<file path="src/rtl/swpr_pkg.sv">
// ----------------------------------------------------------------------------
// swpr_pkg
// Shared types and constants of the sliding-window peak rate block.
// ----------------------------------------------------------------------------
package swpr_pkg;

    localparam int unsigned TIME_W  = 32;
    localparam int unsigned INDEX_W = 32;
    localparam int unsigned COUNT_W = 11;
    localparam int unsigned APB_AW  = 2;
    localparam int unsigned APB_DW  = 32;

    localparam logic [TIME_W-1:0] WINDOW_RESET = TIME_W'(60);

    // register map, byte address 4*index
    localparam logic [APB_AW-1:0] REG_WINDOW_SECS = APB_AW'(0);

    // one event handed from the front end to the back end
    typedef struct packed {
        logic [TIME_W-1:0]  event_time;   // clamped timestamp
        logic [INDEX_W-1:0] item_index;   // saturating item index
    } t_item;

    typedef enum logic {
        ST_IDLE,
        ST_SCAN
    } t_back_state;

endpackage

</file>
<file path="src/rtl/swpr_in_if.sv">
// ----------------------------------------------------------------------------
// swpr_in_if
// Event request channel: one timestamp per request.
// ----------------------------------------------------------------------------
interface swpr_in_if;
    logic                          valid;
    logic                          ready;
    logic [swpr_pkg::TIME_W-1:0]   event_time;

    modport source (output valid, output event_time, input ready);
    modport sink   (input valid, input event_time, output ready);
endinterface

</file>
<file path="src/rtl/swpr_front.sv">
// ----------------------------------------------------------------------------
// swpr_front
// Accepts event requests, clamps decreasing timestamps and numbers items.
// ----------------------------------------------------------------------------
module swpr_front (
    input  logic                  i_clk,
    input  logic                  i_rst_n,
    swpr_in_if.sink               i_in,
    input  logic                  i_q_ready,
    output logic                  o_push,
    output swpr_pkg::t_item       o_item
);

    logic [swpr_pkg::TIME_W-1:0]  r_newest;
    logic [swpr_pkg::INDEX_W-1:0] r_index;
    logic [swpr_pkg::TIME_W-1:0]  clamped;

    assign i_in.ready = i_q_ready;
    assign o_push     = i_in.valid & i_q_ready;

    // clamp to the newest time, except for the very first event
    assign clamped = ((r_index != '0) && (i_in.event_time < r_newest))
                   ? r_newest : i_in.event_time;

    assign o_item.event_time = clamped;
    assign o_item.item_index = r_index;

    always_ff @(posedge i_clk) begin
        if (!i_rst_n) begin
            r_newest <= '0;
            r_index  <= '0;
        end else if (o_push) begin
            r_newest <= clamped;
            if (r_index != '1) begin
                r_index <= r_index + 1'b1;
            end
        end
    end

endmodule

</file>
<file path="src/flat_wrapper.sv">
// flat-port wrapper written by rule: the top's interface ports become plain ports
module swpr_front_flat 
  (i_clk, i_rst_n, i_q_ready, o_push, o_item, i_in_valid, i_in_event_time, i_in_ready);
  swpr_in_if i_in_i ();
  input  logic i_clk;
  input  logic i_rst_n;
  input  logic i_q_ready;
  output logic o_push;
  output swpr_pkg::t_item o_item;
  input wire logic [$bits(i_in_i.valid)-1:0] i_in_valid;
  input wire logic [$bits(i_in_i.event_time)-1:0] i_in_event_time;
  output wire logic [$bits(i_in_i.ready)-1:0] i_in_ready;
  assign i_in_i.valid = i_in_valid;
  assign i_in_i.event_time = i_in_event_time;
  assign i_in_ready = i_in_i.ready;
  swpr_front u_core (.i_clk(i_clk), .i_rst_n(i_rst_n), .i_in(i_in_i), .i_q_ready(i_q_ready), .o_push(o_push), .o_item(o_item));
endmodule
</file>
<file path="config.mk">
export PLATFORM = sky130hd
export DESIGN_NAME = swpr_front_flat
export DESIGN_NICKNAME = d
export VERILOG_FILES = /design/src/rtl/swpr_pkg.sv /design/src/rtl/swpr_in_if.sv /design/src/rtl/swpr_front.sv /design/src/flat_wrapper.sv
export SDC_FILE = /design/constraint.sdc
export NUM_CORES = 1
export LEC_CHECK = 0
export BUFFER_PORTS_ARGS = -buffer_cell sky130_fd_sc_hd__buf_4
export CORE_UTILIZATION = 40
export DETAILED_ROUTE_END_ITERATION = 8
export PLACE_DENSITY = 0.59
export SYNTH_ARGS = -nofsm -noshare
export SYNTH_HDL_FRONTEND = slang
export SYNTH_SLANG_ARGS = --single-unit
</file>
<file path="constraint.sdc">
create_clock -name i_clk -period 3.3 [get_ports i_clk]
set_clock_uncertainty 0.1 [all_clocks]
set_input_delay 0.33 -clock i_clk [delete_from_list [all_inputs] [get_ports i_clk]]
set_output_delay 0.33 -clock i_clk [all_outputs]
set_load 0.02 [all_outputs]
</file>
; ---- Yosys cells after proc, flatten, opt, wreduce, memory -nomap -nowiden
; Cells that the tools add are included.
[word_totals]
reg_bits = 64
latchBits = 0
ram_bits = 0
romBits = 0
elab_cells = 10
n_memories = 0
[classes]
addsub = 1
mul = 0
div = 0
n_lt_le_gt_ge = 1
eq_ne = 1
shift = 0
muxes = 1
n_bitwise = 1
n_reduce_logical = 3
[op_table]
columns = cell, n
row1 = "adder 32 x 1 -> 32 bit, second input constant", 1
row2 = < comparator 32 bit, 1
row3 = two-way mux 32 bit, 1
row4 = "inequality test 32 bit, second input constant", 1
row5 = nonzero test 32 bit, 1
row6 = AND reduction 2 bit, 1
row7 = bitwise AND 1 bit, 1
row8 = logical AND 1 bit, 1

; ---- Depth between registers and ports, before layout
; Gate-level depths: netlist of run 1.
[logic_depth]
ltp_word = 3
depth_mapped = 10

; ---- Worst setup path before layout of run 1
; OpenSTA, ideal clock, no wires.
[synth_path]
path_type = register to output
startpoint = register u_core.r_index[0] (netlist bit)
endpoint = output port o_item[33] (netlist bit)
t_arrival_ns = 2.445
required_time_ns = 2.870
slack_ns = 0.425
stages_incl_launch_ff = 11
path_cell_list = dfxtp_1 -> inv_1 -> ha_1 -> nor4b_1 -> nand4_1 -> nor2_1 -> a2111oi_0 -> and3_1 -> buf_4 -> buf_8 -> mux2_1
[synth_lines]
columns = item, line
row1 = from (decl), swpr_front.sv:15  ; logic [swpr_pkg::INDEX_W-1:0] r_index;
row2 = from (signal assigned), swpr_front.sv:35  ; r_index <= r_index + 1'b1;
row3 = to (decl), flat_wrapper.sv:9  ; output swpr_pkg::t_item o_item;

==> results of run 1 <==
==> metrics by stage <==
stage | setup TNS [ns] | total power [W] | setup slack (ns) | instance area [um^2] | util
after floorplan | 0 | 0.00107 | 0.425 | 4200 | -
after global placement | 0 | 0.00121 | 0.120 | 5080 | 0.497
after detailed placement | -1.09 | 0.00121 | -0.0521 | 5080 | 0.497
after CTS | 0 | 0.00197 | 0.00980 | 5340 | 0.522
after global routing | -0.0351 | 0.00207 | -0.00995 | 5480 | 0.535
final | 0 | 0.00197 | 0.0987 | 5480 | 0.535
==> layout make-up <==
cell class / count / area (um^2) / area share
Timing Repair Buffer: 115 / 913 / 0.167
Sequential cell: 64 / 1290 / 0.236
Clock buffer: 10 / 128 / 0.0233
Clock inverter: 6 / 83.8 / 0.0153
Multi-Input combinational cell: 354 / 2730 / 0.499
Inverter: 41 / 154 / 0.0281
Tap cell: 136 / 170 / 0.0311
==> repair_timing <==
action,4_1_cts,5_1_grt
cloned,0,2
buffers inserted,1,3
setup endpoints to repair,32,32
gates resized for setup,10,19
pin swaps,2,5
==> layer usage <==
metal | wire length (um) | GRT usage | part of all wire
met4 | 55 | 0.0429 | 0.0055
met2 | 4720 | 0.307 | 0.47
met1 | 4710 | 0.236 | 0.47
met3 | 484 | 0.0457 | 0.049
met5 | 0 | 0 | 0
==> layout by cell type (no fill, tap or decap), types with 8 or more instances in the layout <==
| cell type | count |
|---|---|
| mux2i_1 | 34 |
| a21oi_1 | 10 |
| xor2_1 | 17 |
| inv_1 | 41 |
| nand3_1 | 17 |
| o21ai_0 | 10 |
| nand2_1 | 75 |
| nor3_1 | 13 |
| and2_1 | 21 |
| mux2_2 | 29 |
| dfxtp_1 | 54 |
| nand4_1 | 13 |
| buf_4 | 110 |
| or3_1 | 8 |
| ha_1 | 33 |
| dfxtp_2 | 10 |
| clkbuf_8 | 9 |
==> tightest hold or removal path, delay by kind of cell <==
| kind | cells | cell delay (ns) |
|---|---|---|
| buffers and inverters | 1 | 0.12 |
| multiplexers | 1 | 0.06 |
| AND/OR/NAND/NOR | 1 | 0.05 |
==> path summary, 6_finish.rpt <==
| check | end | slack, ns | cells after the start |
|---|---|---|---|
| worst max register to register | u_core.r_newest[10]$_SDFFE_PN0P_ | 0.66 | 11 |
| worst min register to register | u_core.r_newest[1]$_SDFFE_PN0P_ | 0.37 | 2 |
| worst min-delay path | u_core.r_newest[11]$_SDFFE_PN0P_ | 0.15 | 3 |
| worst max-delay path | o_item[47] | 0.1 | 9 |
==> logic make-up after synthesis <==
kind of cell / after synthesis / share of synthesized area
DFF: 64 / 0.305
adders and majority gates: 33 / 0.0983
AOI/OAI and AO/OA: 42 / 0.0664
and+or+nand+nor: 191 / 0.247
muxes: 66 / 0.167
buffers and inverters: 64 / 0.0703
xor gates and xnor gates: 22 / 0.0459
==> power by group through the flow <==
stage                     registers, W  logic [W]  clock network (W)
after floorplan               0.000829   0.000243                  0
after global placement        0.000834   0.000372                  0
after detailed placement      0.000833   0.000380                  0
after CTS                     0.000816   0.000387           0.000763
after global routing          0.000820   0.000448           0.000798
final                         0.000817   0.000408           0.000743
==> cell usage after synthesis, types with 5 or more instances <==
cell,count,area (um^2)
or3_1,8,50.1
xnor2_1,5,43.8
buf_4,5,37.5
nand3_1,17,85.1
and2_1,21,131
nand2_1,75,282
nor4b_1,5,43.8
xor2_1,17,149
a21oi_1,12,60.1
a21boi_0,6,45.0
nor2_1,5,18.8
o21ai_0,10,50.1
ha_1,33,413
dfxtp_1,64,1280
nor4_1,8,50.1
inv_1,41,154
nor3_1,13,65.1
clkbuf_1,13,48.8
mux2_2,29,327
nand4_1,13,81.3
mux2i_1,34,340
==> flip-flops by register name (all words and copies together), names as in the netlist <==
register,cells
u_core.r_newest,32
u_core.r_index,32
==> flow_summary.ini, run 1 <==
[worst_setup_path]
worstPathRequired_ns = 2.87
critPathTopFamily = compound AO/OA/AOI/OAI gates
cp-start-kind = flop
crit_path_max_fanout = 13
critPathKind = reg2out
cpMostUsedCell = a2111oi_4
crit_path_end_kind = output port
crit_arrival_ns = 2.77
max_stage_delay_ns = 0.38
cp-startpoint = u_core.r_newest[1]$_SDFFE_PN0P_
critical_path_buf_inv_count = 3
crit_path_cell_trace = inv_1, ha_1, a2111oi_4, a2111oi_4, o41ai_2, and3_4, buf_12, mux2_2, buf_4
crit_slowest_cell = a2111oi_4
rr_startpoint = u_core.r_newest[15]$_SDFFE_PN0P_

[timing]
tightest_slew_ns = 0.877
timing.fmax_ghz = 0.312
slew_violations = 0
whs_ns = 0.148
post-route-min-period_ns = 3.20
rsz0062_at_grt = yes
finalHoldViolations = 0
slew_headroom = 0.415
finalCritPeriodShare = 0.970
setup_viol = 0

[global_routing]
grt_start_max_net_pins = 98
antenna_found_initial = 0
grt_first_pass_wirelength_um = 16300
grt_usage = 0.184
grt.overflow.total = 0
grt_pass1_vias = 3409

[floorplanning]
die-area_um2 = 10900
io_pins = 102
die_h_um = 104
core-area_um2 = 10200
rows = 37
start_util = 0.411
die_x_um = 104

[outcome]
status = finished, final reports clean

[logic_synthesis]
synth_warnings = 0
synth_cells = 482
syn_nets = 551
synth-seq-cells = 64
postSynth.asyncResetShare = 0
synth_cell_types = 48
synth_ff_type = dfxtp_1
synth-edff-count = 0
syn_area_per_cell_um2 = 8.72
netlist_area_um2 = 4200
seq_area_frac_synth = 0.305

[power]
power_switching_w = 0.000550
switching_share = 0.279
p_int_w = 0.00142
power_density_nw_per_um2 = 360
p_leak_nw = 2.34
seqPwrFrac = 0.415
clockPowerShare = 0.377
comb_power_share = 0.207
peakVddDrop_uv = 214

[routing]
routedWlPerCell_um = 13.7
vias = 3717
avgViaCountPerCell = 5.12
drc_errors = 0
ant_nets = 0
routed_wl_um = 9970
first_pass_iters = 4
drt_iter0_markers = 97

[placed_design]
place_congestion = 0.800
dp.cells = 704
io_buffer_count = 101
dp_hpwl_um = 6970

[clock_network]
numCtsBuffers = 9
clkTransAtPathRegs_ns = 0.08
clockBufferDepth = 2
insertion_delay_ns = 0.35
cts_tree = yes
h-tree-depth = 3
cts-root-buf = clkbuf_8
clock-sinks = 64
hold_buffers = 0

[worst_hold_path]
hold_path.class = in2reg
hold_start = i_in_event_time[11]

[cells_and_area]
num-fill-cells = 960
num-nets-final = 654
drive_gt1_frac = 0.325
antenna_cells = 0
fin_cells = 726
area_growth_pct = 30.3

[run]
max-cap-violations = 0
No activity file was read; power rests on OpenSTA's default activity.
==> inputs of run 2 (changes only) <==
--- a/config.mk
+++ b/config.mk
@@ -6,6 +6,7 @@
 export NUM_CORES = 1
 export LEC_CHECK = 0
 export BUFFER_PORTS_ARGS = -buffer_cell sky130_fd_sc_hd__buf_4
+export CORE_ASPECT_RATIO = 1.25
 export CORE_UTILIZATION = 40
 export DETAILED_ROUTE_END_ITERATION = 8
 export PLACE_DENSITY = 0.59
==> flow_summary.ini, run 2 (synthesis gave the netlist of run 1 again) <==
[outcome]
status = finished, final reports clean

[cells_and_area]
antenna_cells = 0
regArea_um2 = 1290
fin_cells = 719
num-fill-cells = 957
area_growth_pct = 33.4
final_area_um2 = 5600
final_cell_mix = buf_4 (109), nand2_1 (75), dfxtp_1 (54)
multiInputGateArea_um2 = 2740
drive_gt1_frac = 0.331
reg.largest.list = u_core.r_index (32), u_core.r_newest (32)
num-nets-final = 654
layout_commonest_cell = buf_4

[routing]
routed_wl_um = 10300
avgViaCountPerCell = 5.20
first_pass_iters = 4
ant_nets = 0
drc_errors = 0
drt_iter0_markers = 99
vias = 3741
routedWlPerCell_um = 14.3

[worst_setup_path]
rr_startpoint = u_core.r_newest[8]$_SDFFE_PN0P_
cp.depth = 9
cp-start-kind = flop
r2r_end = u_core.r_newest[13]$_SDFFE_PN0P_
crit_path_max_fanout = 6
critPathTopFamily = compound AO/OA/AOI/OAI gates
crit_path_end_kind = output port
endpoint = o_item[62]
crit_slowest_cell = a2111oi_4
critPathKind = reg2out
cp-startpoint = u_core.r_newest[1]$_SDFFE_PN0P_
critical_path_buf_inv_count = 3
worstPathRequired_ns = 2.87
crit_path_cell_trace = inv_2, ha_4, a2111oi_4, a2111oi_4, o41ai_2, and3_4, clkbuf_16, mux2_2, buf_4
max_stage_delay_ns = 0.38
crit_arrival_ns = 2.78
cpMostUsedCell = a2111oi_4
reg2reg_slack_ns = 0.82
reg2reg_depth = 10

[clock_network]
clockBufferDepth = 2
h-tree-depth = 3
clkTransAtPathRegs_ns = 0.06
insertion_delay_ns = 0.34
numCtsBuffers = 9
hold_buffers = 0
clock-sinks = 64
cts-root-buf = clkbuf_16
cts_tree = yes

[timing]
setup_viol = 0
timing.fmax_ghz = 0.311
worst_slack_ns = 0.0875
rsz0062_at_grt = no
post-route-min-period_ns = 3.21
slew_headroom = 0.418
slew_violations = 0
setup-tns-final_ns = 0
finalHoldViolations = 0
tightest_slew_ns = 0.874
finalCritPeriodShare = 0.973

[global_routing]
antenna_found_initial = 0
grt_first_pass_wirelength_um = 16500
grt_usage = 0.192
grt_pass1_vias = 3615
grt.overflow.total = 0
grt_start_max_net_pins = 98

[run]
max-cap-violations = 0

[worst_hold_path]
hold_path.class = in2reg

[power]
power.total_w = 0.00227
peakVddDrop_uv = 223
p_leak_nw = 2.38
power_density_nw_per_um2 = 406

[floorplanning]
start_util = 0.414
die_x_um = 93.7
rows = 41
io_pins = 102
die-area_um2 = 10900
die_h_um = 117
core-area_um2 = 10200

[placed_design]
place_area_um2 = 5080
dp_slack_ns = 0.258
io_buffer_count = 101
dp.cells = 698
place_congestion = 0.803
dp_hpwl_um = 7190
run 2: changes by cell type in the layout (fill, tap and decap cells not counted), moves of 2 or more:
cell / previous run / this run
clkbuf_16: 1 / 11
clkbuf_8: 9 / 1
ha_1: 33 / 30
ha_4: 0 / 3
a21oi_1: 10 / 12
a21oi_2: 2 / 0
run 2: routing by layer:
metal  global-route usage  vias up  wire (um)
li1                     -     1881          -
met1                0.221     1764       4410
met2                0.346       81       5250
met4               0.0821        0        197
met3               0.0378       15        416
met5                    0        -          0
run 2: area by class of cell:
cell class | count | area share
clock inverter | 6 | 0.0147
timing repair buffer | 115 | 0.166
tap | 129 | 0.0288
clock buffer | 10 | 0.0427
multi-input combinational | 354 | 0.489
sequential | 64 | 0.231
inverter | 41 | 0.0275
run 2: through the flow:
stage	hold WS, ns	util
after floorplan	0.344	-
after global placement	0.355	0.500
after detailed placement	0.366	0.500
after CTS	0.153	0.533
after global routing	0.163	0.552
final	0.155	0.552
run 2: tightest hold or removal path: cells and delay by family:
kind,cells,cell delay (ns)
mux,1,0.05
buf+inv,1,0.11
simple gates,1,0.05
run 2: power breakdown:
part | switching (W) | total, W | internal, W
Clock | 0.000365 | 0.00104 | 0.000677
Combinational | 0.000209 | 0.000412 | 0.000203
Sequential | 0.0000202 | 0.000819 | 0.000799
Total | 0.000595 | 0.00227 | 0.00168
run 2: how the worst min path moves through the flow:
stage / from / end / slack (ns) / cells past startpoint
floorplan: u_core.r_newest[10]$_SDFFE_PN0P_ / u_core.r_newest[10]$_SDFFE_PN0P_ / 0.34 / 2
global placement: u_core.r_newest[10]$_SDFFE_PN0P_ / u_core.r_newest[10]$_SDFFE_PN0P_ / 0.36 / 2
detailed placement: u_core.r_newest[7]$_SDFFE_PN0P_ / u_core.r_newest[7]$_SDFFE_PN0P_ / 0.37 / 2
CTS: i_in_event_time[0] / u_core.r_newest[0]$_SDFFE_PN0P_ / 0.15 / 3
global route: i_in_event_time[0] / u_core.r_newest[0]$_SDFFE_PN0P_ / 0.16 / 3
finish: i_in_event_time[0] / u_core.r_newest[0]$_SDFFE_PN0P_ / 0.15 / 3
run 2: repair_timing:
| item | in CTS | in global routing |
|---|---|---|
| setup endpoints to repair | 32 | 32 |
| setup buffers | 0 | 2 |
| pin swaps | 0 | 7 |
| gates cloned | 0 | 3 |
| gates resized for setup | 3 | 28 |
