$ cat config.mk
export PLATFORM = sky130hd
export DESIGN_NAME = swpr_queue
export DESIGN_NICKNAME = d
export VERILOG_FILES = /design/src/rtl/swpr_pkg.sv /design/src/rtl/swpr_queue.sv
export SDC_FILE = /design/constraint.sdc
export NUM_CORES = 1
export LEC_CHECK = 0
export ABC_AREA = 1
export BUFFER_PORTS_ARGS = -buffer_cell sky130_fd_sc_hd__buf_2
export CAP_MARGIN = 20
export CORE_MARGIN = 4
export CORE_UTILIZATION = 44
export CTS_CLUSTER_SIZE = 40
export DETAILED_ROUTE_END_ITERATION = 6
export PLACE_DENSITY = 0.68
export RECOVER_POWER = 25
export SLEW_MARGIN = 20
export SYNTH_ARGS = -nofsm -noshare
export SYNTH_HDL_FRONTEND = slang
export SYNTH_SLANG_ARGS = --single-unit
$ cat constraint.sdc
create_clock -name i_clk -period 4.2 [get_ports i_clk]
set_clock_uncertainty 0.05 [all_clocks]
set_input_delay 0.63 -clock i_clk [delete_from_list [all_inputs] [get_ports i_clk]]
set_output_delay 0.63 -clock i_clk [all_outputs]
set_load 0.02 [all_outputs]
$ cat src/rtl/swpr_pkg.sv
// ----------------------------------------------------------------------------
// swpr_pkg
// Shared types and constants of the sliding-window peak rate block.
// ----------------------------------------------------------------------------
package swpr_pkg;

    localparam int unsigned TIME_W  = 32;
    localparam int unsigned INDEX_W = 32;
    localparam int unsigned COUNT_W = 11;
    localparam int unsigned APB_AW  = 2;
    localparam int unsigned APB_DW  = 32;

    localparam logic [TIME_W-1:0] WINDOW_RESET = TIME_W'(60);

    // register map, byte address 4*index
    localparam logic [APB_AW-1:0] REG_WINDOW_SECS = APB_AW'(0);

    // one event handed from the front end to the back end
    typedef struct packed {
        logic [TIME_W-1:0]  event_time;   // clamped timestamp
        logic [INDEX_W-1:0] item_index;   // saturating item index
    } t_item;

    typedef enum logic {
        ST_IDLE,
        ST_SCAN
    } t_back_state;

endpackage

$ cat src/rtl/swpr_queue.sv
// ----------------------------------------------------------------------------
// swpr_queue
// Two-entry queue between the front end and the back end.
// ----------------------------------------------------------------------------
module swpr_queue (
    input  logic              i_clk,
    input  logic              i_rst_n,
    input  logic              i_push,
    input  swpr_pkg::t_item   i_item,
    output logic              o_ready,
    output logic              o_valid,
    output swpr_pkg::t_item   o_item,
    input  logic              i_pop
);

    swpr_pkg::t_item r_slot [2];
    logic            r_wr_ptr;
    logic            r_rd_ptr;
    logic [1:0]      r_count;

    assign o_ready = (r_count != 2'd2);
    assign o_valid = (r_count != 2'd0);
    assign o_item  = r_slot[r_rd_ptr];

    always_ff @(posedge i_clk) begin
        if (i_push) begin
            r_slot[r_wr_ptr] <= i_item;
        end
    end

    always_ff @(posedge i_clk) begin
        if (!i_rst_n) begin
            r_wr_ptr <= 1'b0;
            r_rd_ptr <= 1'b0;
            r_count  <= 2'd0;
        end else begin
            if (i_push) begin
                r_wr_ptr <= ~r_wr_ptr;
            end
            if (i_pop) begin
                r_rd_ptr <= ~r_rd_ptr;
            end
            case ({i_push, i_pop})
                2'b10:   r_count <= r_count + 2'd1;
                2'b01:   r_count <= r_count - 2'd1;
                default: r_count <= r_count;
            endcase
        end
    end

endmodule

* After elaboration in Yosys (flattened, before gate mapping) *
Memory sizes are Yosys's and may differ from the RTL's. A register that Yosys moved wholly into a read port is not among the register bits.
Cells that the tools add are included.

word-level totals
  memories kept = 1
  flip-flop bits (word level) = 4
  output and inout bits = 66
  bits in writable memories = 128

memories
  name    depth  bits a word  read ports  clocked after memory_dff  write ports  RTL line          source
  r_slot  2      64           1           1                         1            swpr_queue.sv:16  swpr_pkg::t_item r_slot [2];

cells by class
  bitwise gates (word level) = 2
  add/sub/neg operators = 2
  reductions and logical operators = 2
  multiplexer cells = 5
  eq/ne operators = 3

operators with widths
  kind                   number
  $mux W1                4
  $pmux W2 S2            1
  $reduce_bool A2 Y1     2
  $add A2 B1 Y2 const B  1
  $eq A2 B1 Y1 const B   1
  $eq A2 B2 Y1 const B   1
  $ne A2 B2 Y1 const B   1
  $not A1 Y1             2
  $sub A2 B1 Y2 const B  1

* Logic depth before layout (Yosys ltp) *
Gate-level depths: netlist of the first run.

  word-level depth = 3
  mapped depth = 7
  depth with buffers taken out = 7

* Worst setup path before layout of the first run *
OpenSTA, ideal clock, no wires.

  path type = in2reg
  start point = input port i_push
  end point = memory r_slot[0][0] (netlist bit) (enable)
  cell stages on the path = 2
  path slack = 0.289 ns
  arrival = 3.373 ns
  buffers on the path = 0
  path through = inv_1 nor2_1

between the ends
  longest elaborated chain between the ends = 2

ends and longest elaborated chain
  what                           RTL line          source
  start: declaration             swpr_queue.sv:8   input logic i_push,
  $mux W1                        swpr_queue.sv:26  if (i_push) begin
  $mux W1 (not written as such)  swpr_queue.sv:27  r_slot[r_wr_ptr] <= i_item;
  end: declaration               swpr_queue.sv:16

No other way between the ends.

==> results of run 1 <==
[per-stage QoR]
stage	std cells	util	hold WS [ns]	setup WS [ns]	total power [mW]
2_1_floorplan	233	-	0.4135	0.2891	1.830
3_5_place_dp	507	0.5185	0.4483	1.751	1.939
5_1_grt	539	0.5687	0.3440	1.273	3.515
3_3_place_gp	507	0.5185	0.4260	1.783	1.928
4_1_cts	539	0.5708	0.3465	1.316	3.429
6_report	539	0.5687	0.3667	1.381	3.385
[synthesized netlist by cell type]
cell	instances	area [um^2]
dfxtp_1	5	100.1
nand2_1	9	33.78
or2_2	1	6.260
a21oi_1	1	5.000
nor2_1	10	37.54
ha_1	1	12.51
nand4_1	1	6.260
mux2_4	60	900.9
mux2_2	4	45.04
inv_1	5	18.77
buf_6	1	11.26
buf_12	6	120.1
o21ai_0	1	5.000
edfxtp_1	128	3844
[power groups by stage]
stage / sequential (mW) / clock (mW) / combinational (mW)
CTS: 1.57 / 1.52 / 0.343
floorplan: 1.58 / 0 / 0.251
global route: 1.57 / 1.58 / 0.359
detailed placement: 1.60 / 0 / 0.342
global placement: 1.59 / 0 / 0.336
finish: 1.57 / 1.48 / 0.334
[cells by family (layout without fill, tap and decap cells)]
kind of cell | after synthesis | in the layout | synth area share
compound gates | 2 | 2 | 0.001943
fa+ha+maj | 1 | 1 | 0.002431
buf+inv | 12 | 175 | 0.02918
flops | 133 | 133 | 0.7664
mux | 64 | 64 | 0.1838
simple gates | 21 | 21 | 0.01629
[layer usage]
metal | share of wire | vias to the layer above | GRT usage
met1 | 0.40 | 1235 | 0.1539
li1 | - | 1204 | -
met2 | 0.49 | 101 | 0.2213
met4 | 0.0089 | 0 | 0.05104
met5 | 0 | - | 0
met3 | 0.092 | 10 | 0.05751
[final cells by class]
class,count,area share
inverter,5,0.002890
tap,143,0.02755
multi-input combinational,88,0.1632
sequential,133,0.6079
clock inverter,12,0.02466
timing repair buffer,138,0.1066
clock buffer,20,0.06724
[placed cells by master (no fill, tap or decap), types with 3 or more instances in the layout]
cell type,Yosys,layout
nand2_1,9,9
inv_1,5,4
clkinv_1,0,3
buf_4,0,4
edfxtp_1,128,128
clkbuf_1,0,22
mux2_4,60,60
bufinv_16,0,4
dfxtp_1,5,4
clkinv_2,0,4
buf_2,0,114
clkbuf_16,0,17
nor2_1,10,9
mux2_2,4,4
[worst min-delay path by stage]
stage	start	endpoint	slack (ns)	depth (start not counted)
floorplan	r_rd_ptr	register	0.41	2
global placement	r_rd_ptr	r_rd_ptr	0.43	2
detailed placement	r_rd_ptr	register	0.45	2
CTS	i_item[56]	r_slot[0][56]	0.35	1
global route	i_item[63]	r_slot[0][63]	0.34	1
finish	i_item[50]	r_slot[0][50]	0.37	1
[registers in the layout (all words and copies together) (netlist names), named ones only]
| register | flops |
|---|---|
| r_rd_ptr | 1 |
| r_count | 2 |
| r_slot | 128 |
| r_wr_ptr | 1 |
==> impl_metrics.env, run 1 <==
export IMPL_status="finished clean"
export IMPL_p_sw_frac=0.2104
export IMPL_clockRootBuffer="clkbuf_16"
export IMPL_max_cap_viol_count=0
export IMPL_cts_resized=0
export IMPL_ys_warn_count=0
export IMPL_cp_depth=3
export IMPL_crit_arrival_ns=2.14
export IMPL_start_kind="register"
export IMPL_core_area_um2=11420
export IMPL_nFillCells=910
export IMPL_initial_core_util=0.4507
export IMPL_io_pins=134
export IMPL_setup_viol=0
export IMPL_rsz0062_at_grt="false"
export IMPL_worst_setup_path_type="reg -> out"
export IMPL_min_path_type="in -> reg"
export IMPL_ys_seq_elements=133
export IMPL_clkPwrFrac=0.438
export IMPL_reg2reg_depth=3
export IMPL_p_leak_nw=2.589
export IMPL_grt_pass1_vias=2716
export IMPL_period_minus_slack_ns=2.819
export IMPL_r2r_start="r_wr_ptr"
export IMPL_fmax_mhz=354.7
export IMPL_clock_sinks=133
export IMPL_yosysUniqueCellTypes=14
export IMPL_timing_rr_end="r_slot[1][14]"
export IMPL_slowest_stage="dfxtp_4"
export IMPL_regArea_um2=3948
export IMPL_antenna_cells=0
export IMPL_cts_tree="built"
export IMPL_drv_slew=0
export IMPL_dr_pass1_iters=4
export IMPL_multi_input_area_um2=1060
export IMPL_drive_above_1_share=0.5379
export IMPL_grt_overflow=0
export IMPL_post_cts_buffers=0
export IMPL_insertion_delay_ns=0.40
export IMPL_pwr_share_seq=0.463
export IMPL_htreeDepth=4
export IMPL_p_per_area_nw_per_um2=521.3
export IMPL_comb_power_share=0.099
export IMPL_wl_per_cell_um=16.35
export IMPL_clk_pin_slew_ns=0.06
export IMPL_cts_inserted_buffers=17
export IMPL_clockBufferDepth=2
export IMPL_critPathMaxFanout=38
export IMPL_synth_cells=233
export IMPL_track_usage=0.1333
export IMPL_yosysSeqAreaShare=0.7664
export IMPL_drtIter0Drc=94
export IMPL_viasPerCell=4.731
export IMPL_period_share=0.6712
export IMPL_vias=2550
export IMPL_hold_viol_final=0
export IMPL_avgSynthCellArea_um2=22.09
export IMPL_antenna_found_initial=0
export IMPL_dieHeight_um=116.1
export IMPL_max_stage_delay_ns=0.81
export IMPL_max_slew_worst_pin_slew_ns=0.9142
export IMPL_mappedNetlistArea_um2=5146
export IMPL_drc=0
export IMPL_layout_nets=452
export IMPL_crit_family="flip-flops"
export IMPL_synthToLayoutAreaGrowth_pct=26.19
export IMPL_ant_nets=0
export IMPL_slew_headroom=0.3896
export IMPL_fin_area_um2=6494
export IMPL_grt_first_pass_wirelength_um=13240
export IMPL_regToRegSetupSlack_ns=2.28
export IMPL_hpwl_um=5942
export IMPL_setup_tns_ns=0
export IMPL_rows=39
export IMPL_port_buffers=133
export IMPL_place_gp_congestion=0.7126
export IMPL_critPathCaptureType="output port"
export IMPL_crit_buf_inv=2
export IMPL_synthesis_nets=302
export IMPL_die_width_um=116.1
export IMPL_crit_required_ns=3.52
export IMPL_ir_drop_mv=0.2492
export IMPL_path_cells="buf_4 -> mux2_2 -> buf_2"
export IMPL_die_area_um2=13490
export IMPL_switchingPower_mw=0.7122
export IMPL_cts_hold_fix_buffers=0
export IMPL_wl_um=8812
export IMPL_internal_power_mw=2.673
export IMPL_grt_max_degree=41
export IMPL_placed_cell_area_um2=5921
export IMPL_critPathCapture="o_item[61]"
(Power assumes the default switching activity.)
==> run 2: changes to the inputs <==
--- a/config.mk
+++ b/config.mk
@@ -12,7 +12,7 @@
 export CORE_UTILIZATION = 44
 export CTS_CLUSTER_SIZE = 40
 export DETAILED_ROUTE_END_ITERATION = 6
-export PLACE_DENSITY = 0.68
+export PLACE_DENSITY = 0.71
 export RECOVER_POWER = 25
 export SLEW_MARGIN = 20
 export SYNTH_ARGS = -nofsm -noshare
==> constraint.sdc (replaced) <==
create_clock -name i_clk -period 2.28 [get_ports i_clk]
set_clock_uncertainty 0.05 [all_clocks]
set_input_delay 0.342 -clock i_clk [delete_from_list [all_inputs] [get_ports i_clk]]
set_output_delay 0.342 -clock i_clk [all_outputs]
set_load 0.02 [all_outputs]
==> run 2 against run 1 <==
- hold slack worse by 0.29 ns
- design area rose by 0.64%
- setup slack got worse by 1.2 ns
- critical path depth unchanged
- sequential share of layout area decreased by 0.38 points
- register-to-register slack got worse by 1.4 ns
- combinational power is 92% higher
- via count grew 0.24%
- first-iteration DRC count up 17%
- power up 85%
- non-clock buffer count rose by 2
==> impl_metrics.env, run 2 (synthesized netlist as in run 1, its figures left out) <==
export IMPL_status="finished clean"
export IMPL_post_cts_buffers=0
export IMPL_synthToLayoutAreaGrowth_pct=26.99
export IMPL_mostFrequentLayoutCells="edfxtp_1, buf_2, mux2_4"
export IMPL_reg2reg_depth=3
export IMPL_post_route_util=0.5723
export IMPL_drtIter0Drc=110
export IMPL_crit_required_ns=1.89
export IMPL_wl_um=8676
export IMPL_hold_viol_final=0
export IMPL_grt_pass1_vias=2677
export IMPL_hold_start="i_item[43]"
export IMPL_grt_max_degree=38
export IMPL_drv_slew=0
export IMPL_ir_drop_mv=0.4412
export IMPL_timing_rr_end="r_slot[1][7]"
export IMPL_p_per_area_nw_per_um2=956.7
export IMPL_antenna_found_initial=0
export IMPL_io_pins=134
export IMPL_wl_met1_um=3621
export IMPL_start_kind="register"
export IMPL_mostFrequentLayoutCell="edfxtp_1"
export IMPL_hold_end="r_slot[1][43]"
export IMPL_wl_met3_um=667
export IMPL_worst_setup_path_type="reg -> out"
export IMPL_clockBufferDepth=2
export IMPL_die_width_um=116.1
export IMPL_grt_first_pass_wirelength_um=13160
export IMPL_slew_headroom=0.6626
export IMPL_critPathCaptureType="output port"
export IMPL_core_area_um2=11420
export IMPL_placed_cell_area_um2=5961
export IMPL_initial_core_util=0.4507
export IMPL_p_leak_nw=2.591
export IMPL_max_cap_viol_count=0
export IMPL_ant_nets=0
export IMPL_path_cells="buf_12 -> mux2_2 -> buf_2"
export IMPL_dieHeight_um=116.1
export IMPL_multi_input_area_um2=1060
export IMPL_period_minus_slack_ns=2.126
export IMPL_hpwl_um=5924
export IMPL_max_slew_worst_pin_slew_ns=0.5061
export IMPL_largest_reg_flops=128
export IMPL_min_path_type="in -> reg"
export IMPL_htreeDepth=4
export IMPL_drive_above_1_share=0.5302
export IMPL_rsz0062_at_grt="false"
export IMPL_place_gp_congestion=0.6649
export IMPL_port_buffers=133
export IMPL_highest_layer="met4"
export IMPL_crit_arrival_ns=1.73
export IMPL_cts_tree="built"
export IMPL_antenna_cells=0
export IMPL_hold_path_depth=1
export IMPL_clock_sinks=133
export IMPL_cts_hold_fix_buffers=0
export IMPL_reg_largest_list="r_slot x128, r_count x2"
export IMPL_cts_resized=0
export IMPL_track_usage=0.1330
export IMPL_layout_nets=454
export IMPL_setup_viol=0
export IMPL_crit_buf_inv=2
export IMPL_critPathMaxFanout=21
export IMPL_wl_per_cell_um=16.04
export IMPL_crit_family="flip-flops"
export IMPL_rows=39
export IMPL_nFillCells=908
export IMPL_period_share=0.9324
export IMPL_die_area_um2=13490
export IMPL_dr_pass1_iters=4
export IMPL_viasPerCell=4.725
export IMPL_r2r_start="r_wr_ptr"
export IMPL_vias=2556
export IMPL_fin_area_um2=6535
export IMPL_grt_overflow=0
export IMPL_cts_inserted_buffers=17
export IMPL_top_register="r_slot"
export IMPL_clockRootBuffer="clkbuf_16"
export IMPL_slowest_stage="dfxtp_4"
export IMPL_fmax_mhz=470.4
export IMPL_setup_tns_ns=0
export IMPL_max_stage_delay_ns=0.57
export IMPL_regArea_um2=3948
export IMPL_clk_pin_slew_ns=0.06
export IMPL_regToRegSetupSlack_ns=0.86
export IMPL_dr_wl_met2_um=4303
export IMPL_insertion_delay_ns=0.41
export IMPL_drc=0
-- run 2: changes by cell type in the layout (fill, tap and decap cells not counted), sizes merged --
cell      previous run  this run
clkinv               8         4
clkinvlp             0         1
clkbuf              39        44
-- run 2: layout make-up --
class | instances | share of cell area
flip-flops and latches | 133 | 0.6041
multi-input cells | 88 | 0.1622
repair buffers | 140 | 0.1116
clock buffers | 23 | 0.06854
well taps | 143 | 0.02738
clock inverters | 9 | 0.02336
inverters | 5 | 0.002872
-- run 2: routing by layer --
layer	vias up	global-route usage
met1	1248	0.1581
met5	-	0
met4	0	0.05800
met3	10	0.05440
met2	86	0.2144
li1	1212	-
-- run 2: power breakdown --
group          switching (mW)  total, mW  internal, mW  leakage, nW
registers              0.0462       2.87          2.83         1.24
clock network           0.912       2.74          1.83        0.285
logic                   0.347      0.640         0.293         1.06
-- run 2: worst max path at each step --
stage,startpoint,end,depth (start not counted)
2_1_floorplan,r_wr_ptr,r_slot[1][0],2
3_3_place_gp,register,o_item[63],3
3_5_place_dp,register,o_item[58],3
4_1_cts,register,o_item[58],3
5_1_grt,register,o_item[58],3
6_report,register,o_item[58],3
-- run 2: through the flow --
stage                     setup slack (ns)  total power [mW]  hold WS (ns)  cells
after floorplan                     0.1036             3.369        0.3909    233
after global placement              0.5362             3.563        0.4264    509
after detailed placement            0.5412             3.583        0.4463    509
after CTS                           0.1049             6.335       0.05637    541
after global routing               0.04678             6.492       0.05282    541
final                               0.1542             6.252       0.07517    541
==> run 3: changes to the inputs <==
--- a/config.mk
+++ b/config.mk
@@ -8,12 +8,16 @@
 export ABC_AREA = 1
 export BUFFER_PORTS_ARGS = -buffer_cell sky130_fd_sc_hd__buf_2
 export CAP_MARGIN = 20
+export CELL_PAD_IN_SITES_DETAIL_PLACEMENT = 1
+export CELL_PAD_IN_SITES_GLOBAL_PLACEMENT = 1
 export CORE_MARGIN = 4
-export CORE_UTILIZATION = 44
+export CORE_UTILIZATION = 40
 export CTS_CLUSTER_SIZE = 40
 export DETAILED_ROUTE_END_ITERATION = 6
-export PLACE_DENSITY = 0.71
+export MAX_ROUTING_LAYER = met4
+export PLACE_DENSITY_LB_ADDON = 0.1
 export RECOVER_POWER = 25
+export SETUP_SLACK_MARGIN = 0.02
 export SLEW_MARGIN = 20
 export SYNTH_ARGS = -nofsm -noshare
 export SYNTH_HDL_FRONTEND = slang
==> run 3 against run 2 <==
- design area increased by 0.94%
- die area increased by 9.3%
- setup slack got worse by 0.015 ns
- cell count increased by 5.4%
==> impl_metrics.env, run 3 (synthesized netlist as in run 1, its figures left out) <==
export IMPL_status="finished clean"
export IMPL_largest_reg_flops=128
export IMPL_crit_required_ns=1.89
export IMPL_drive_above_1_share=0.5503
export IMPL_regArea_um2=3948
export IMPL_mostFrequentLayoutCells="edfxtp_1, buf_2, mux2_4"
export IMPL_nFillCells=1229
export IMPL_core_area_um2=12620
export IMPL_dieHeight_um=121.4
export IMPL_crit_arrival_ns=1.75
export IMPL_critPathCaptureType="output port"
export IMPL_regToRegSetupSlack_ns=0.81
export IMPL_initial_core_util=0.4078
export IMPL_clk_pin_slew_ns=0.05
export IMPL_hold_viol_final=0
export IMPL_grt_first_pass_wirelength_um=14410
export IMPL_layout_nets=454
export IMPL_die_width_um=121.4
export IMPL_min_path_type="in -> reg"
export IMPL_wl_per_cell_um=16.25
export IMPL_grt_max_degree=42
export IMPL_fin_cells=570
export IMPL_max_stage_delay_ns=0.58
export IMPL_max_cap_viol_count=0
export IMPL_setup_tns_ns=0
export IMPL_track_usage=0.1377
export IMPL_r2r_start="r_wr_ptr"
export IMPL_hold_start="i_item[53]"
export IMPL_setup_viol=0
export IMPL_slew_headroom=0.6178
export IMPL_slowest_stage="dfxtp_4"
export IMPL_multi_input_area_um2=1060
export IMPL_dr_pass1_iters=4
export IMPL_synthToLayoutAreaGrowth_pct=28.18
export IMPL_clockBufferDepth=2
export IMPL_cts_hold_fix_buffers=0
export IMPL_grt_busiest_layer="met2"
export IMPL_vias=2529
export IMPL_grt_util_met3=0.05128
export IMPL_fmax_mhz=467.0
export IMPL_period_share=0.9391
export IMPL_reg_largest_list="r_slot x128, r_count x2"
export IMPL_ant_nets=0
export IMPL_post_route_util=0.5227
export IMPL_timing_rr_end="r_slot[1][1]"
export IMPL_port_buffers=133
export IMPL_critPathMaxFanout=22
export IMPL_mostFrequentLayoutCell="edfxtp_1"
export IMPL_clock_sinks=133
export IMPL_period_minus_slack_ns=2.141
export IMPL_path_cells="buf_12 -> mux2_4 -> buf_2"
export IMPL_viasPerCell=4.437
export IMPL_worst_setup_path_type="reg -> out"
export IMPL_top_register="r_slot"
export IMPL_grt_pass1_vias=2760
export IMPL_place_gp_congestion=0.6726
export IMPL_hold_end="r_slot[1][53]"
export IMPL_io_pins=134
export IMPL_cts_inserted_buffers=17
export IMPL_gr_usage_met1=0.1642
export IMPL_hpwl_um=6240
export IMPL_insertion_delay_ns=0.41
export IMPL_die_area_um2=14740
export IMPL_ir_drop_mv=0.4606
export IMPL_rows=41
export IMPL_reg2reg_depth=3
export IMPL_rsz0062_at_grt="false"
export IMPL_clockRootBuffer="clkbuf_16"
export IMPL_dp_cells=538
export IMPL_p_leak_nw=2.618
export IMPL_post_cts_buffers=0
export IMPL_cts_resized=0
export IMPL_htreeDepth=4
export IMPL_drc=0
export IMPL_p_per_area_nw_per_um2=951.8
export IMPL_drtIter0Drc=117
export IMPL_hold_path_depth=1
export IMPL_antenna_cells=0
export IMPL_start_kind="register"
export IMPL_drv_slew=0
export IMPL_max_slew_worst_pin_slew_ns=0.5734
export IMPL_antenna_found_initial=0
export IMPL_grt_use_met2=0.2111
export IMPL_grt_overflow=0
export IMPL_wl_um=9263
export IMPL_whs_ns=0.06941
export IMPL_cts_tree="built"
-- run 3: changes by cell type in the layout (fill, tap and decap cells not counted), sizes merged --
| cell | change |
|---|---|
| clkbuf | -3 |
| buf | +2 |
| clkinv | +2 |
| bufinv | -1 |
-- run 3: worst max-delay path by stage --
stage | cells after the start | slack (ns) | to
finish | 3 | 0.14 | o_item[30]
global route | 3 | 0.06 | o_item[4]
CTS | 3 | 0.09 | o_item[45]
detailed placement | 3 | 0.53 | o_item[46]
global placement | 3 | 0.54 | o_item[45]
floorplan | 2 | 0.10 | r_slot[1][0]
-- run 3: worst max-delay path: cells and delay by family, from the launching register on --
family                 cells  cell delay (ns)
buffers and inverters      2             0.43
muxes                      1             0.32
DFF                        1             0.58
-- run 3: final cells by class --
type	count	share of cell area
timing repair buffer	140	0.1129
tap	172	0.03263
multi-input combinational	88	0.1607
clock buffer	22	0.07341
sequential	133	0.5984
clock inverter	10	0.01916
inverter	5	0.002845
-- run 3: stage by stage --
stage | area [um^2] | setup slack, ns | total power, mW
finish | 6596 | 0.1388 | 6.278
CTS | 6620 | 0.08611 | 6.378
global route | 6596 | 0.05954 | 6.537
floorplan | 5154 | 0.1036 | 3.369
detailed placement | 6010 | 0.5315 | 3.589
global placement | 6010 | 0.5439 | 3.572
-- run 3: power by group --
part           switching [mW]  internal (mW)
logic                   0.347          0.295
registers              0.0470           2.83
clock network           0.941           1.82
-- run 3: routing by layer --
metal,vias up,share of wire,wire length (um)
li1,1207,-,-
met1,1220,0.42,3854
met2,88,0.50,4670
met3,14,0.061,566
met4,0,0.019,172
met5,-,0,0
